File: src/sv/qxmm_pkg.sv
// Shared constants and types for the quad X-frame motor mixer.
package qxmm_pkg;

  // Default number of fraction bits (Q2.14)
  localparam int FRAC_BITS_DEF = 14;

  // Fixed field widths
  localparam int CFG_W    = 15;
  localparam int THR_W    = 15;
  localparam int CMD_IN_W = 16;
  localparam int CMD_W    = 15;
  localparam int MIX_W    = 18;
  localparam int IDX_W    = 2;

  // Sum of three command magnitudes fits in this many bits
  localparam int SPREAD_W = 17;

  // Width of idle_thrust squared before the fraction shift
  localparam int IDLE_PROD_W = 2 * CFG_W;

  // Reset value of idle_thrust
  localparam logic [CFG_W-1:0] IDLE_RESET = 15'd1638;

  // Saturation limits of the mix_value field
  localparam int MIX_MAX_C = 131071;
  localparam int MIX_MIN_C = -131072;

  // Motor index codes
  localparam logic [IDX_W-1:0] MOTOR_0 = 2'd0;
  localparam logic [IDX_W-1:0] MOTOR_1 = 2'd1;
  localparam logic [IDX_W-1:0] MOTOR_2 = 2'd2;
  localparam logic [IDX_W-1:0] MOTOR_3 = 2'd3;

  // Kind of desaturation offset applied
  typedef enum logic [1:0] {
    OFF_NONE  = 2'd0,
    OFF_RAISE = 2'd1,
    OFF_LOWER = 2'd2
  } offset_kind_e;

endpackage

File: src/sv/quad_x_motor_mixer_unit.sv
// Quad X-frame motor mixer with desaturation and pipelined square root.
//
//  channel  | direction | handshake                | payload
//  ---------+-----------+--------------------------+-----------------------------------
//  in       | input     | in_valid_i / in_stall_o  | motor_index, throttle, yaw, pitch, roll
//  out      | output    | out_valid_o / out_stall_i| motor_command, mix_value, offset_kind
//  cfg      | input     | cfg_we_i                 | cfg_wdata_i (idle_thrust)
//
// One request enters per cycle while the input is not stalled. The pipe holds
// five mix stages, then one restoring square-root step per stage for each of
// the RB root bits (15 at 14 fraction bits).
// Reset clears all valid bits and loads the default idle thrust.
// A stall on the output holds the last stage; earlier stages keep moving
// until the pipe is full, and only then is the input stalled.
module quad_x_motor_mixer_unit
  import qxmm_pkg::*;
#(
  parameter int FRAC_BITS = FRAC_BITS_DEF
) (
  input  logic                       clk_i,
  input  logic                       rst_ni,
  // Configuration
  input  logic                       cfg_we_i,
  input  logic [CFG_W-1:0]           cfg_wdata_i,
  // Input channel
  input  logic                       in_valid_i,
  output logic                       in_stall_o,
  input  logic [IDX_W-1:0]           motor_index_i,
  input  logic [THR_W-1:0]           throttle_i,
  input  logic signed [CMD_IN_W-1:0] yaw_i,
  input  logic signed [CMD_IN_W-1:0] pitch_i,
  input  logic signed [CMD_IN_W-1:0] roll_i,
  // Output channel
  output logic                       out_valid_o,
  input  logic                       out_stall_i,
  output logic [CMD_W-1:0]           motor_command_o,
  output logic signed [MIX_W-1:0]    mix_value_o,
  output logic [1:0]                 offset_kind_o
);

  // Clamped mix is at most 1.0 or idle squared
  localparam int CW = (FRAC_BITS + 1 > IDLE_PROD_W - FRAC_BITS) ?
                      FRAC_BITS + 1 : IDLE_PROD_W - FRAC_BITS;
  // Internal mix width with headroom for offsets and sums
  localparam int MW  = ((CW > SPREAD_W) ? CW : SPREAD_W) + 3;
  // Square root geometry
  localparam int RW0 = CW + FRAC_BITS;
  localparam int RB  = (RW0 + 1) / 2;
  localparam int RW  = 2 * RB;
  localparam int RMW = RB + 2;
  // Pipeline depth
  localparam int NS  = 5 + RB;

  localparam logic signed [MW-1:0] ONE_X     = MW'(longint'(1) << FRAC_BITS);
  localparam logic signed [MW-1:0] FIELD_MAX = MW'(MIX_MAX_C);
  localparam logic signed [MW-1:0] FIELD_MIN = MW'(MIX_MIN_C);

  // ---------------------------------------------------------------
  // Configuration register
  logic [CFG_W-1:0] idle_thrust_q;

  always_ff @(posedge clk_i or negedge rst_ni) begin
    if (!rst_ni) begin
      idle_thrust_q <= IDLE_RESET;
    end else if (cfg_we_i) begin
      idle_thrust_q <= cfg_wdata_i;
    end
  end

  // ---------------------------------------------------------------
  // Valid bits and stall flow
  logic [NS-1:0] v_q, v_d;
  logic [NS-1:0] rdy;

  // A stage may load when the output is not stalled or any stage at or after it holds a bubble
  for (genvar k = 0; k < NS; k++) begin : g_rdy
    assign rdy[k] = !out_stall_i || !(&v_q[NS-1:k]);
  end

  always_comb begin
    v_d = v_q;
    if (rdy[0]) begin
      v_d[0] = in_valid_i;
    end
    for (int k = 1; k < NS; k++) begin
      if (rdy[k]) begin
        v_d[k] = v_q[k-1];
      end
    end
  end

  always_ff @(posedge clk_i or negedge rst_ni) begin
    if (!rst_ni) begin
      v_q <= '0;
    end else begin
      v_q <= v_d;
    end
  end

  assign in_stall_o  = !rdy[0];
  assign out_valid_o = v_q[NS-1];

  // ---------------------------------------------------------------
  // Stage 0: capture the request
  logic [IDX_W-1:0]           s0_idx_q;
  logic [THR_W-1:0]           s0_thr_q;
  logic signed [CMD_IN_W-1:0] s0_yaw_q, s0_pitch_q, s0_roll_q;

  always_ff @(posedge clk_i) begin
    if (rdy[0]) begin
      s0_idx_q   <= motor_index_i;
      s0_thr_q   <= throttle_i;
      s0_yaw_q   <= yaw_i;
      s0_pitch_q <= pitch_i;
      s0_roll_q  <= roll_i;
    end
  end

  // ---------------------------------------------------------------
  // Stage 1: spread, signed mix by motor, idle squared
  logic signed [MW-1:0]    yaw_x, pitch_x, roll_x, thr_x;
  logic signed [MW-1:0]    spread_d, raw_d, idle2_d;
  logic [IDLE_PROD_W-1:0]  idle_prod;

  assign yaw_x     = MW'(s0_yaw_q);
  assign pitch_x   = MW'(s0_pitch_q);
  assign roll_x    = MW'(s0_roll_q);
  assign thr_x     = signed'(MW'(s0_thr_q));
  assign idle_prod = IDLE_PROD_W'(idle_thrust_q) * IDLE_PROD_W'(idle_thrust_q);
  assign idle2_d   = signed'(MW'(idle_prod >> FRAC_BITS));

  always_comb begin
    spread_d = ((yaw_x < 0) ? -yaw_x : yaw_x)
             + ((pitch_x < 0) ? -pitch_x : pitch_x)
             + ((roll_x < 0) ? -roll_x : roll_x);
    unique case (s0_idx_q)
      MOTOR_0: raw_d = thr_x - yaw_x - pitch_x - roll_x;
      MOTOR_1: raw_d = thr_x + yaw_x + pitch_x - roll_x;
      MOTOR_2: raw_d = thr_x + yaw_x - pitch_x + roll_x;
      MOTOR_3: raw_d = thr_x - yaw_x + pitch_x + roll_x;
      default: raw_d = thr_x - yaw_x + pitch_x + roll_x;
    endcase
  end

  logic signed [MW-1:0] s1_thr_q, s1_spread_q, s1_raw_q, s1_idle2_q;

  always_ff @(posedge clk_i) begin
    if (rdy[1]) begin
      s1_thr_q    <= thr_x;
      s1_spread_q <= spread_d;
      s1_raw_q    <= raw_d;
      s1_idle2_q  <= idle2_d;
    end
  end

  // ---------------------------------------------------------------
  // Stage 2: desaturation offset; lowering to full wins
  logic signed [MW-1:0] lo, hi, off_d;
  offset_kind_e         kind_d;

  assign lo = s1_thr_q - s1_spread_q;
  assign hi = s1_thr_q + s1_spread_q;

  always_comb begin
    if (hi > ONE_X) begin
      off_d  = ONE_X - hi;
      kind_d = OFF_LOWER;
    end else if (lo < s1_idle2_q) begin
      off_d  = s1_idle2_q - lo;
      kind_d = OFF_RAISE;
    end else begin
      off_d  = '0;
      kind_d = OFF_NONE;
    end
  end

  logic signed [MW-1:0] s2_raw_q, s2_off_q, s2_idle2_q;
  offset_kind_e         s2_kind_q;

  always_ff @(posedge clk_i) begin
    if (rdy[2]) begin
      s2_raw_q   <= s1_raw_q;
      s2_off_q   <= off_d;
      s2_idle2_q <= s1_idle2_q;
      s2_kind_q  <= kind_d;
    end
  end

  // ---------------------------------------------------------------
  // Stage 3: apply the offset
  logic signed [MW-1:0] s3_mix_q, s3_idle2_q;
  offset_kind_e         s3_kind_q;

  always_ff @(posedge clk_i) begin
    if (rdy[3]) begin
      s3_mix_q   <= s2_raw_q + s2_off_q;
      s3_idle2_q <= s2_idle2_q;
      s3_kind_q  <= s2_kind_q;
    end
  end

  // ---------------------------------------------------------------
  // Stage 4: clamp to [idle squared, 1.0], saturate the field, form radicand
  logic signed [MW-1:0] clamp_c;
  logic [MIX_W-1:0]     field_d;
  logic [RW-1:0]        rad_d;

  always_comb begin
    clamp_c = (s3_mix_q < ONE_X) ? s3_mix_q : ONE_X;
    if (clamp_c < s3_idle2_q) begin
      clamp_c = s3_idle2_q;
    end
    if (s3_mix_q > FIELD_MAX) begin
      field_d = FIELD_MAX[MIX_W-1:0];
    end else if (s3_mix_q < FIELD_MIN) begin
      field_d = FIELD_MIN[MIX_W-1:0];
    end else begin
      field_d = s3_mix_q[MIX_W-1:0];
    end
    rad_d = RW'(clamp_c[CW-1:0]) << FRAC_BITS;
  end

  // Square root pipe: entry 0 is stage 4, entry j+1 is stage 5+j
  logic [RW-1:0]    sq_rad_q   [RB+1];
  logic [RMW-1:0]   sq_rem_q   [RB+1];
  logic [RB-1:0]    sq_root_q  [RB+1];
  logic [MIX_W-1:0] sq_field_q [RB+1];
  offset_kind_e     sq_kind_q  [RB+1];

  always_ff @(posedge clk_i) begin
    if (rdy[4]) begin
      sq_rad_q[0]   <= rad_d;
      sq_rem_q[0]   <= '0;
      sq_root_q[0]  <= '0;
      sq_field_q[0] <= field_d;
      sq_kind_q[0]  <= s3_kind_q;
    end
  end

  // ---------------------------------------------------------------
  // Stages 5 and up: one restoring root bit per stage
  for (genvar j = 0; j < RB; j++) begin : g_sqrt
    logic [RMW-1:0] rem_pre, trial, rem_nxt;
    logic           take;

    always_comb begin
      rem_pre = {sq_rem_q[j][RMW-3:0], sq_rad_q[j][RW-1 -: 2]};
      trial   = {sq_root_q[j], 2'b01};
      take    = (rem_pre >= trial);
      rem_nxt = take ? (rem_pre - trial) : rem_pre;
    end

    always_ff @(posedge clk_i) begin
      if (rdy[5+j]) begin
        sq_rad_q[j+1]   <= sq_rad_q[j] << 2;
        sq_rem_q[j+1]   <= rem_nxt;
        sq_root_q[j+1]  <= {sq_root_q[j][RB-2:0], take};
        sq_field_q[j+1] <= sq_field_q[j];
        sq_kind_q[j+1]  <= sq_kind_q[j];
      end
    end
  end

  // ---------------------------------------------------------------
  // Drive the result
  assign motor_command_o = sq_root_q[RB][CMD_W-1:0];
  assign mix_value_o     = signed'(sq_field_q[RB]);
  assign offset_kind_o   = sq_kind_q[RB];

  // ---------------------------------------------------------------
  // Checks
  a_stall_only_when_full : assert property (
    @(posedge clk_i) disable iff (!rst_ni)
    in_stall_o |-> (&v_q)
  ) else $error("input stalled while the pipe holds a bubble");

  a_no_offset_mix_nonneg : assert property (
    @(posedge clk_i) disable iff (!rst_ni)
    (out_valid_o && offset_kind_o == OFF_NONE) |-> !mix_value_o[MIX_W-1]
  ) else $error("mix below zero without a raising offset");

  a_command_at_most_one : assert property (
    @(posedge clk_i) disable iff (!rst_ni)
    (out_valid_o && int'(idle_thrust_q) <= (1 << FRAC_BITS))
      |-> int'(motor_command_o) <= (1 << FRAC_BITS)
  ) else $error("motor command above full scale");

endmodule
File: config.mk
export PLATFORM = sky130hd
export DESIGN_NAME = quad_x_motor_mixer_unit
export DESIGN_NICKNAME = d
export VERILOG_FILES = /design/src/sv/qxmm_pkg.sv /design/src/sv/quad_x_motor_mixer_unit.sv
export SDC_FILE = /design/constraint.sdc
export NUM_CORES = 2
export LEC_CHECK = 0
export ABC_AREA = 1
export BUFFER_PORTS_ARGS = -buffer_cell sky130_fd_sc_hd__buf_2
export CAP_MARGIN = 20
export CORE_MARGIN = 3
export CORE_UTILIZATION = 60
export CTS_BUF_LIST = sky130_fd_sc_hd__clkbuf_16
export DETAILED_ROUTE_END_ITERATION = 12
export GPL_ROUTABILITY_DRIVEN = 1
export PLACE_DENSITY = 0.76
export SLEW_MARGIN = 10
export SYNTH_ARGS = -nofsm -noshare
export SYNTH_HDL_FRONTEND = slang
export SYNTH_SLANG_ARGS = --single-unit
export TNS_END_PERCENT = 5
File: constraint.sdc
create_clock -name clk_i -period 12.1 [get_ports clk_i]
set_input_delay 0 -clock clk_i [delete_from_list [all_inputs] [get_ports clk_i]]
set_output_delay 0 -clock clk_i [all_outputs]
set_load 0.005 [all_outputs]
==> impl_metrics.json <==
{
  "status": "completed",
  "path_max_fanout": 72,
  "place_congestion": 1.01,
  "area_delta_synth_final_pct": 12.0,
  "drc": 0,
  "layout_common_cells": "962 x nand2_1, 946 x inv_1, 931 x edfxtp_1",
  "synth_flop_cell": "edfxtp_1",
  "worstMarginPinSlew_ps": 1050,
  "relSlewSlack_pct": 30.0,
  "seqPwrFrac_pct": 34.9,
  "skew_ps": 30.0,
  "die_h_um": 315,
  "cts_setup_buffers": 0,
  "io_buffers": 121,
  "critical_path_class": "reg2reg",
  "ant_nets": 0,
  "rsz0062_at_grt": "false",
  "switching_share_pct": 41.4,
  "cp.buffers_inverters": 7,
  "hold_ws_ps": 27.8,
  "drtIter0Drc": 2985,
  "rows": 112,
  "place_ws_ps": 5470,
  "final_cells": 7158,
  "grt_pass1_wl_mm": 208,
  "place_area_mm2": 0.0592,
  "comb_power_share_pct": 47.5,
  "layout_min_cycle_time_ps": 6490,
  "final_common_cell": "nand2_1",
  "root_buffer": "clkbuf_16",
  "max_stage_delay_ps": 770,
  "yosysSeqAreaShare_pct": 50.4,
  "grt_util_all_layers_pct": 26.9,
  "routedWlPerCell_um": 18.5,
  "stdcell_area_mm2": 0.0641,
  "die_area_mm2": 0.0990,
  "grt_pass1_vias": 39200,
  "end_kind": "flip-flop",
  "clkTransAtPathRegs_ps": 60,
  "power_switching_mw": 7.06,
  "cp-start-kind": "flip-flop",
  "avgSynthCellArea_um2": 10.4,
  "setup-tns-final_ps": 0,
  "layout_setup_ws_ps": 5610,
  "p_clk_share_pct": 17.6,
  "finalPower_mw": 17.1,
  "cts_tree": "built",
  "fillers": 6968,
  "cts_max_path_buffers": 3,
  "maxCapViolations": 0,
  "insertion_delay_ps": 690,
  "fin_util_pct": 68.2,
  "wl_mm": 132,
  "core_area_mm2": 0.0939,
  "yosys_warnings": 0,
  "nNetsFinal": 6561,
  "cts_sinks": 966,
  "internal_power_mw": 10.0,
  "hpwl_mm": 99.6,
  "htree_levels": 3,
  "synthDistinctLibCells": 63,
  "required_ps": 12410,
  "vdd.ir_drop.worst_mv": 0.314,
  "maxSlewViolCount": 0,
  "start_util_pct": 60.9,
  "synth_cells": 5487,
  "die_x_um": 315,
  "fmax_ghz": 0.154,
  "synth-seq-cells": 966,
  "synth_area_mm2": 0.0572,
  "io_pins": 122,
  "synthArstFlopShare_pct": 3.62,
  "numCtsBuffers": 98,
  "vias": 39400,
  "p_leak_nw": 29.0,
  "drive_gt1_share_pct": 6.47,
  "antenna_found_initial": 0,
  "grt_max_degree": 73,
  "path_cells": "nand3_2 > buf_4 > nor2_2 > nand2_2 > buf_4 > nor2_1 > nand2_2 > nor2_2 > nand4_2 > buf_4 > nor2_2 > nand4_2 > buf_4 > nor2_1 > nand4_4 > buf_4 > nor2_1 > inv_2 > buf_4",
  "hold_viol": 0,
  "hp-class": "in2async",
  "synth_edf_count": 931,
  "dr.pass1.iters": 6,
  "fin_crit_sh_pct": 53.6,
  "drt-vias-per-instance": 5.50,
  "setup_viol": 0,
  "antenna_cells": 0,
  "globalRouteOverflowTotal": 0,
  "path_common_cell": "buf_4",
  "worstPathArrival_ps": 6800,
  "place_inst": 6815,
  "crit_family": "buffers and inverters",
  "slowest_stage": "nand2_2",
  "power_density_mw_per_mm2": 266
}
[per-layer routing]
metal  vias up  global-route usage (%)  wire, um
li1      19000                       -         -
met1     18800                    33.7     52600
met2      1303                    47.6     66300
met3       280                    4.24      8660
met4         0                    9.35      4760
met5         -                       0         0
[power groups by stage]
stage	registers (mW)	clock network (mW)	logic (mW)
3_5_place_dp	6.02	0	7.86
6_report	5.96	3.00	8.11
3_3_place_gp	5.96	0	7.73
5_1_grt	6.06	3.20	9.18
2_1_floorplan	5.73	0	6.03
4_1_cts	5.97	3.07	8.00
[logic make-up (layout without fill, tap and decap cells)]
kind of cell,Yosys count,after routing,synth area share [%]
xor gates and xnor gates,302,302,4.63
AOI/OAI and AO/OA,822,822,7.83
buffers and inverters,1019,1428,6.84
adders and majority gates,651,651,17.3
DFF,966,966,50.4
muxes,7,7,0.138
and+or+nand+nor,1718,1718,12.8
other,2,10,0.0131
[cell usage after synthesis, types with 17 or more instances]
cell type  number  share of area (%)
xor2_1        210                3.2
nand2_1       966                6.3
xnor2_1        92                1.4
edfxtp_1      931                 49
dfrtp_1        29                1.3
fa_1          236                8.3
inv_1         931                6.1
ha_1          415                9.1
nand3_1       195                1.7
nand4_1        70               0.77
o21ai_0       284                2.5
nor4_1         25               0.27
clkbuf_1       48               0.32
a21oi_1       373                3.3
o31ai_1        18               0.24
a31oi_1        22               0.24
nor3_1         57               0.50
nor2_1        323                2.1
or2_2          23               0.25
o21ai_1        23               0.20
a21o_1         17               0.22
[state kept, by name (all words and copies together), names as in the netlist, 19 cells and up]
signal       cells
s1_spread_q     20
v_q             20
sq_rad_q        72
sq_rem_q       189
sq_root_q      120
sq_field_q     288
s2_off_q        20
s2_raw_q        19
s3_mix_q        20
sq_kind_q       32
s1_raw_q        19
[repair_timing]
item,in CTS,in global routing
gates resized for setup,0,0
hold endpoints to repair,117,0
hold buffers,156,0
[layout make-up]
type                    count  area [um2]  area share [%]
multi-input cells        3510       24500            38.2
flip-flops and latches    966       28800            45.0
inverters                 946        3550            5.54
repair buffers            303        2410            3.76
clock buffers              98        2450            3.83
clock inverters            81         769            1.20
well taps                1254        1570            2.45
[path summary, 6_finish.rpt]
path / start / endpoint / slack (ps) / cells past startpoint
min in group clk_i: roll_i[8] / s0_roll_q[8] / 30 / 2
hold reg to reg: sq_rad_q[0][22] / sq_rad_q[0][52] / 400 / 0
setup / recovery: v_q[19] / s0_roll_q[0] / 5610 / 19
setup reg to reg: v_q[19] / s0_roll_q[0] / 5610 / 19
max in group asynchronous: rst_ni / v_q[19] / 11430 / 2
hold / removal: rst_ni / idle_thrust_q[13] / 30 / 2
No activity file was read; power rests on OpenSTA's default activity.
